$ cat src/design/bbc_lru_pkg.sv
// ============================================================================
// bbc_lru_pkg: shared types and codes for the buffer cache LRU manager
// Function codes, status codes and the sequencer state type.
// ============================================================================
package bbc_lru_pkg;

    localparam int DefNumBuffers = 16;

    typedef enum logic [1:0] {
        FUNC_GET     = 2'd0,
        FUNC_RELEASE = 2'd1,
        FUNC_IODONE  = 2'd2,
        FUNC_NONE    = 2'd3
    } func_t;

    typedef enum logic [2:0] {
        ST_OK      = 3'd0,
        ST_BUSY    = 3'd1,
        ST_NOBUF   = 3'd2,
        ST_NOTBUSY = 3'd3,
        ST_IOERR   = 3'd4
    } status_t;

    typedef enum logic [2:0] {
        S_IDLE,
        S_HIT_RD,
        S_HIT_CHK,
        S_VIC_RD,
        S_VIC_CHK,
        S_PROMOTE,
        S_DONE
    } state_t;

endpackage

$ cat src/design/block_buffer_cache_lru_manager.sv
// ============================================================================
// block_buffer_cache_lru_manager
// Tag and LRU replacement manager for a fixed pool of block buffers.
// ============================================================================
// One request is taken at a time. in_stall stays high from the accepting
// edge until the sequencer is idle again. The tag store (owner, block, size)
// sits in a synchronous memory with one read port. Marks and LRU ranks sit
// in flip-flops, with an order list that maps rank to entry. A get reads the
// tag memory once per rank, MRU first, with an address state (S_HIT_RD) and
// then a compare state (S_HIT_CHK) per rank. A miss then walks the order
// list from the LRU end at one entry per cycle, and S_PROMOTE moves the
// claimed entry to MRU. S_DONE loads the result. A release, a completion or
// an unknown code goes from idle straight to S_HIT_CHK and then to S_DONE.
// The ranks and the order list are updated together on a move to MRU. A
// finished result waits in the output register; while it is stalled the
// next request is processed, and its result is held until the register
// frees.
module block_buffer_cache_lru_manager
    import bbc_lru_pkg::*;
#(
    parameter int NUM_BUFFERS = DefNumBuffers
)(
    input  logic        clk,
    input  logic        rst_n,
    input  logic        in_valid,
    output logic        in_stall,
    input  logic [1:0]  func,
    input  logic [15:0] owner_id,
    input  logic [31:0] block_number,
    input  logic [15:0] request_size,
    input  logic [3:0]  buffer_index,
    input  logic        io_error,
    output logic        out_valid,
    input  logic        out_stall,
    output logic [2:0]  status,
    output logic [3:0]  result_index,
    output logic        cache_hit,
    output logic        size_mismatch,
    output logic        wake_waiter
);
    localparam int IW = (NUM_BUFFERS > 1) ? $clog2(NUM_BUFFERS) : 1;
    localparam int CW = IW + 1;
    localparam int TW = 64;

    // tag memory: {owner, block, size}
    logic [TW-1:0] tag_mem [NUM_BUFFERS];
    logic [TW-1:0] tag_rd_reg;
    logic          tag_we;
    logic [IW-1:0] tag_waddr, tag_raddr;
    logic [TW-1:0] tag_wdata;

    always_ff @(posedge clk)
    begin
        if (tag_we)
        begin
            tag_mem[tag_waddr] <= tag_wdata;
        end
        tag_rd_reg <= tag_mem[tag_raddr];
    end

    // marks, ranks and rank->entry order list
    logic [NUM_BUFFERS-1:0] asg_reg, busy_reg, inv_reg, want_reg;
    logic [NUM_BUFFERS-1:0] asg_next, busy_next, inv_next, want_next;
    logic [IW-1:0] rank_reg [NUM_BUFFERS];
    logic [IW-1:0] order_reg [NUM_BUFFERS];

    state_t        state_reg, state_next;
    logic [CW-1:0] cnt_reg, cnt_next;
    logic [IW-1:0] ent_reg, ent_next;
    logic [1:0]    func_reg;
    logic [15:0]   own_reg, size_reg;
    logic [31:0]   blk_reg;
    logic [3:0]    idx_reg;
    logic          err_reg;
    logic          mis_reg, mis_next;
    logic          promote;
    logic [IW-1:0] prom_ent;

    logic          ov_reg, ov_next;
    logic [2:0]    st_reg, st_next;
    logic [3:0]    ri_reg, ri_next;
    logic          hit_reg, hit_next, smis_reg, smis_next, wake_reg, wake_next;

    logic          idx_ok;
    logic [IW-1:0] idx_e;
    logic [IW-1:0] ord_e;

    assign idx_ok = ({28'd0, idx_reg} < 32'(NUM_BUFFERS));
    assign idx_e  = IW'(idx_reg);
    assign ord_e  = order_reg[cnt_reg[IW-1:0]];

    assign in_stall     = (state_reg != S_IDLE);
    assign out_valid    = ov_reg;
    assign status       = st_reg;
    assign result_index = ri_reg;
    assign cache_hit    = hit_reg;
    assign size_mismatch = smis_reg;
    assign wake_waiter  = wake_reg;

    always_comb
    begin
        state_next = state_reg;
        cnt_next   = cnt_reg;
        ent_next   = ent_reg;
        mis_next   = mis_reg;
        asg_next   = asg_reg;
        busy_next  = busy_reg;
        inv_next   = inv_reg;
        want_next  = want_reg;
        ov_next    = ov_reg && out_stall;
        st_next    = st_reg;
        ri_next    = ri_reg;
        hit_next   = hit_reg;
        smis_next  = smis_reg;
        wake_next  = wake_reg;
        promote    = 1'b0;
        prom_ent   = ent_reg;
        tag_we     = 1'b0;
        tag_waddr  = ent_reg;
        tag_wdata  = {own_reg, blk_reg, size_reg};
        tag_raddr  = ord_e;

        unique case (state_reg)
            S_IDLE:
            begin
                if (in_valid)
                begin
                    cnt_next = '0;
                    mis_next = 1'b0;
                    priority case (func_t'(func))
                        FUNC_GET:     state_next = S_HIT_RD;
                        default:      state_next = S_HIT_CHK;
                    endcase
                end
            end
            S_HIT_RD:
            begin
                // address for rank cnt already on tag_raddr
                ent_next   = ord_e;
                state_next = S_HIT_CHK;
            end
            S_HIT_CHK:
            begin
                if (func_reg == FUNC_GET)
                begin
                    if (asg_reg[ent_reg] && !inv_reg[ent_reg] &&
                        tag_rd_reg[63:16] == {own_reg, blk_reg})
                    begin
                        if (busy_reg[ent_reg])
                        begin
                            want_next[ent_reg] = 1'b1;
                            st_next = ST_BUSY; ri_next = 4'(ent_reg);
                            hit_next = 1'b1; smis_next = 1'b0; wake_next = 1'b0;
                            state_next = S_DONE;
                        end
                        else if (tag_rd_reg[15:0] == size_reg)
                        begin
                            busy_next[ent_reg] = 1'b1;
                            st_next = ST_OK; ri_next = 4'(ent_reg);
                            hit_next = 1'b1; smis_next = 1'b0; wake_next = 1'b0;
                            state_next = S_DONE;
                        end
                        else
                        begin
                            inv_next[ent_reg]  = 1'b1;
                            want_next[ent_reg] = 1'b0;
                            promote  = 1'b1;
                            mis_next = 1'b1;
                            cnt_next = CW'(NUM_BUFFERS - 1);
                            state_next = S_VIC_RD;
                        end
                    end
                    else if (cnt_reg == CW'(NUM_BUFFERS - 1))
                    begin
                        cnt_next   = CW'(NUM_BUFFERS - 1);
                        state_next = S_VIC_RD;
                    end
                    else
                    begin
                        cnt_next   = cnt_reg + 1'b1;
                        state_next = S_HIT_RD;
                    end
                end
                else
                begin
                    // release, completion, unknown code
                    st_next = ST_OK; ri_next = idx_reg;
                    hit_next = 1'b0; smis_next = 1'b0; wake_next = 1'b0;
                    prom_ent = idx_e;
                    state_next = S_DONE;
                    unique case (func_t'(func_reg))
                        FUNC_RELEASE:
                        begin
                            if (!idx_ok || !busy_reg[idx_e])
                            begin
                                st_next = ST_NOTBUSY;
                            end
                            else
                            begin
                                wake_next = want_reg[idx_e];
                                want_next[idx_e] = 1'b0;
                                busy_next[idx_e] = 1'b0;
                                promote = 1'b1;
                            end
                        end
                        FUNC_IODONE:
                        begin
                            if (err_reg)
                            begin
                                st_next = ST_IOERR;
                                if (idx_ok && !inv_reg[idx_e])
                                begin
                                    inv_next[idx_e] = 1'b1;
                                    promote = 1'b1;
                                end
                            end
                        end
                        FUNC_GET, FUNC_NONE:
                        begin
                            ri_next = 4'd0;
                        end
                    endcase
                end
            end
            S_VIC_RD:
            begin
                // walk from the LRU end; order list is flip-flops
                if (!busy_reg[ord_e])
                begin
                    ent_next = ord_e;
                    busy_next[ord_e] = 1'b1;
                    want_next[ord_e] = 1'b0;
                    inv_next[ord_e]  = 1'b0;
                    asg_next[ord_e]  = 1'b1;
                    tag_we    = 1'b1;
                    tag_waddr = ord_e;
                    state_next = S_PROMOTE;
                end
                else if (cnt_reg == '0)
                begin
                    st_next = ST_NOBUF; ri_next = 4'd0;
                    hit_next = 1'b0; smis_next = mis_reg; wake_next = 1'b0;
                    state_next = S_DONE;
                end
                else
                begin
                    cnt_next = cnt_reg - 1'b1;
                end
            end
            S_PROMOTE:
            begin
                promote = 1'b1;
                st_next = ST_OK; ri_next = 4'(ent_reg);
                hit_next = 1'b0; smis_next = mis_reg; wake_next = 1'b0;
                state_next = S_DONE;
            end
            S_DONE:
            begin
                // hold until the output register is free
                if (!ov_reg || !out_stall)
                begin
                    ov_next    = 1'b1;
                    state_next = S_IDLE;
                end
            end
            default: state_next = S_IDLE;
        endcase
    end

    // results are staged in *_next but only take effect at S_DONE commit
    logic [2:0] pst_reg;
    logic [3:0] pri_reg;
    logic       phit_reg, psm_reg, pwk_reg;

    always_ff @(posedge clk)
    begin
        if (state_reg != S_DONE)
        begin
            pst_reg  <= st_next;
            pri_reg  <= ri_next;
            phit_reg <= hit_next;
            psm_reg  <= smis_next;
            pwk_reg  <= wake_next;
        end
        if (state_reg == S_DONE && (!ov_reg || !out_stall))
        begin
            st_reg   <= pst_reg;
            ri_reg   <= pri_reg;
            hit_reg  <= phit_reg;
            smis_reg <= psm_reg;
            wake_reg <= pwk_reg;
        end
        if (state_reg == S_IDLE && in_valid)
        begin
            func_reg <= func;
            own_reg  <= owner_id;
            blk_reg  <= block_number;
            size_reg <= request_size;
            idx_reg  <= buffer_index;
            err_reg  <= io_error;
        end
    end

    always_ff @(posedge clk or negedge rst_n)
    begin
        if (!rst_n)
        begin
            state_reg <= S_IDLE;
            cnt_reg   <= '0;
            ent_reg   <= '0;
            mis_reg   <= 1'b0;
            ov_reg    <= 1'b0;
            asg_reg   <= '0;
            busy_reg  <= '0;
            inv_reg   <= '0;
            want_reg  <= '0;
            for (int i = 0; i < NUM_BUFFERS; i++)
            begin
                rank_reg[i]  <= IW'(i);
                order_reg[i] <= IW'(i);
            end
        end
        else
        begin
            state_reg <= state_next;
            cnt_reg   <= cnt_next;
            ent_reg   <= ent_next;
            mis_reg   <= mis_next;
            ov_reg    <= ov_next;
            asg_reg   <= asg_next;
            busy_reg  <= busy_next;
            inv_reg   <= inv_next;
            want_reg  <= want_next;
            if (promote)
            begin
                // advance every entry ranked ahead of the promoted one
                for (int i = 0; i < NUM_BUFFERS; i++)
                begin
                    if (rank_reg[i] < rank_reg[prom_ent])
                    begin
                        rank_reg[i] <= rank_reg[i] + 1'b1;
                    end
                    if (IW'(i) <= rank_reg[prom_ent] && i > 0)
                    begin
                        order_reg[i] <= order_reg[i-1];
                    end
                end
                rank_reg[prom_ent] <= '0;
                order_reg[0]       <= prom_ent;
            end
        end
    end

endmodule

$ cat config.mk
export PLATFORM = sky130hd
export DESIGN_NAME = block_buffer_cache_lru_manager
export DESIGN_NICKNAME = d
export VERILOG_FILES = /design/src/design/bbc_lru_pkg.sv /design/src/design/block_buffer_cache_lru_manager.sv
export SDC_FILE = /design/constraint.sdc
export NUM_CORES = 2
export LEC_CHECK = 0
export BUFFER_PORTS_ARGS = -buffer_cell sky130_fd_sc_hd__buf_2
export CORE_UTILIZATION = 57
export DETAILED_ROUTE_END_ITERATION = 10
export PLACE_DENSITY = 0.76
export SYNTH_ARGS = -nofsm -noshare
export SYNTH_HDL_FRONTEND = slang
export SYNTH_SLANG_ARGS = --single-unit
$ cat constraint.sdc
create_clock -name clk -period 7.6 [get_ports clk]
set_input_delay 0.76 -clock clk [delete_from_list [all_inputs] [get_ports clk]]
set_output_delay 0.76 -clock clk [all_outputs]
set_load 0.1 [all_outputs]
==> results.md <==
* Status: finished clean
* DR WL/cell at 22.9 um
* Slew at the pin closest to its max-slew limit at 1.27 ns
* Worst reg2reg endpoint: rank_reg[48]
* First-iteration detailed-routing DRC count at 4724
* Synthesized instance count at 4950
* Filler Cells Inserted at 7399
* Top-area cell type share of the netlist area at 56.5%
* R2R Setup Slk at 1.91 ns
* Met2 Usage GRT at 43.6%
* Setup TNS at 0 ns
* Routed wire length at 147000 um
* Fmax at 176 MHz
* Post-synth EDFFs at 1115
* Area Growth Syn to Fin at 10.8%
* Syn Area/Cell at 12.0 um^2
* TritonCTS clock tree: done
* Largest cells by area after synthesis: edfxtp_1, nand2_1, dfrtp_1, dfstp_2, a21oi_1
* Setup Crit Path Kind: reg -> reg
* Syn. warnings at 0
* Most flop-heavy register: tag_mem
* IO Pins at 87
* Final GP Congestion at 0.930
* Length of the first detailed-routing pass in iterations at 6
* Die span in y at 325 um
* R2r worst-path depth at 16
* Row count at 117
* Post-CTS setup buffer count at 0
* Sequential-to-total area share from yosys stat at 67.5%
* Syn Std Cell Area at 59300 um^2
* H-tree levels at 4
* Slew margin rel. at 15.5%
* Share of layout cells above drive strength 1 at 11.2%
* Final period utilization at 74.9%
* Total track usage at 27.6%
* Final setup fails at 0
* Initial Utilization at 57.9%
* Initial antenna violation count at 1
* CP max FO at 27
* Final hold violation count at 0
* Top_reg_cell synth: edfxtp_1
* Root Buffer Master: clkbuf_16
* DIE AREA at 105000 um^2
* Hold Crit Start: block_number[25]
* FFs w/ async S/R, synth at 14.9%
* Layout Nets at 5093
* RSZ-0062 raised after global routing: no
* Yosys top cell by area: edfxtp_1
* Post-DRT Antenna Nets at 0
* Req. time, crit path at 8.29 ns
* Met3 GRT Util at 4.31%
* Syn_nets at 5094
* GR peak layer: met2
* Cts bufs inserted at 139
* Worst Setup Start Kind: register
* Critical path origin: func_reg[0]
* Yosys cell types at 80
* Vias in the first global route at 38.2k
* CTS max path bufs at 3
* Met1 Usage GRT at 39.3%
* Core area at 102000 um^2
* Grt total ovfl at 0
* Largest register FFs at 1024
* Vias/cell at 6.19
* CP endpoint kind: register
* Port-buffer cells at 86
* Routed vias at 39.8k
* DP Wirelength at 81100 um
* Clock Latency Late Sink at 0.77 ns
* Pin count of the biggest net entering global routing at 209
* CTS Sinks at 1385
* #FFs+latches synth at 1385
* Clock transition at path regs at 0.07 ns
* First-pass GRT wire length at 225000 um
* Slew Viols, Final at 0
* Number of max-cap violations at 0
* Worst R2R Start: func_reg[0]
* Die X at 325 um
* Final Skew at 0.0311 ns
* CP endpoint: rank_reg[48]
* Hold crit path type: in -> reg
* Worst Path Arrival at 6.39 ns
* DR DRC count at 0
* Post-layout minimum cycle time at 5.69 ns
worst max-delay path, stage by stage (launching register included):
cell and delay [ns]:
edfxtp_1 0.35, inv_1 0.06, ha_1 0.19, buf_4 0.24
nor4b_4 0.81, mux2_1 1.01, mux4_2 0.41, mux2i_1 0.26
nand2_1 0.11, o21a_1 0.25, inv_1 0.60, ha_1 0.38
a21o_1 0.17, a21oi_1 0.28, nand3_1 0.19, xor2_1 0.21
nor2_1 0.09
per-stage QoR:
step	setup slack, ns	hold slack, ns	util [%]	area (um^2)	cells
after floorplan	0.107	0.400	-	59300	4950
final	1.91	0.166	64.1	65700	6433
after global routing	1.59	0.144	64.1	65700	6432
after CTS	1.95	0.130	64.1	65700	6432
after global placement	2.08	0.401	59.6	61100	6175
after detailed placement	2.01	0.405	59.6	61100	6175
cells by family (layout without fill, tap and decap cells):
kind of cell / after synthesis / after routing / synth area share, %
and+or+nand+nor: 1989 / 1989 / 13.8
DFF: 1385 / 1385 / 67.5
AOI/OAI and AO/OA: 923 / 923 / 9.96
buffers and inverters: 324 / 438 / 2.18
muxes: 148 / 148 / 3.44
xor gates and xnor gates: 112 / 112 / 1.65
adders and majority gates: 69 / 69 / 1.46
other: 0 / 1 / 0
how the worst min path moves through the flow:
stage,endpoint,slack [ns],cells after the start
floorplan,cache_hit,0.40,0
global placement,cache_hit,0.40,0
detailed placement,cache_hit,0.41,0
CTS,own_reg[13],0.13,1
global route,blk_reg[9],0.14,1
finish,blk_reg[25],0.17,1
metal layers:
metal / share of wire (%) / up-vias
li1: - / 17892
met1: 41 / 19679
met2: 47 / 1966
met3: 8.4 / 274
met4: 2.8 / 0
met5: 0 / -
repair_timing:
action                                  4_1_cts  5_1_grt
endpoints found under the setup margin        0        0
resized for setup                             0        0
endpoints found under the hold margin        27        0
hold buffers                                  1        0
synth_stat cells (all sizes together) (7+ instances only):
| cell type | instances |
|---|---|
| nand4 | 50 |
| a32oi | 20 |
| nor2b | 18 |
| nor3 | 16 |
| ha | 69 |
| o21ai | 156 |
| a21oi | 321 |
| xnor2 | 48 |
| nand2 | 1410 |
| edfxtp | 1115 |
| mux2i | 37 |
| and2 | 10 |
| inv | 32 |
| a31oi | 14 |
| o31ai | 20 |
| a21o | 18 |
| xor2 | 64 |
| o22ai | 10 |
| or2 | 20 |
| o41ai | 13 |
| mux2 | 75 |
| dfxtp | 64 |
| a221o | 17 |
| a211o | 8 |
| o2bb2ai | 7 |
| nor2 | 206 |
| nand2b | 11 |
| dfstp | 64 |
| o21a | 68 |
| mux4 | 36 |
| a22oi | 13 |
| o211ai | 198 |
| nand3 | 196 |
| nor4 | 10 |
| dfrtp | 142 |
| and3 | 23 |
| buf | 55 |
| clkbuf | 237 |
placed cells by master, fill, tap and decap left out, types with 62 or more instances in the layout:
cell / n
nand2_1: 1406
xor2_1: 64
nor2_1: 195
o211ai_1: 198
o21ai_0: 137
mux2_2: 62
buf_2: 85
dfstp_2: 64
edfxtp_1: 1115
o21a_1: 68
dfxtp_1: 64
ha_1: 69
nand3_1: 194
a21oi_1: 319
dfrtp_1: 142
clkbuf_16: 143
area by class of cell:
| class | count | area [um^2] | share of cell area [%] |
|---|---|---|---|
| antenna | 1 | 2.50 | 0.00381 |
| clock buffer | 196 | 3930 | 5.98 |
| clock inverter | 60 | 698 | 1.06 |
| inverter | 32 | 123 | 0.187 |
| multi-input combinational | 3241 | 18200 | 27.6 |
| sequential | 1385 | 40000 | 60.9 |
| tap | 1368 | 1710 | 2.61 |
| timing repair buffer | 150 | 1080 | 1.65 |
Power is left out: the tool's default activity adds up to more than one toggle a clock period on the data nets, which glitch-free logic cannot reach.
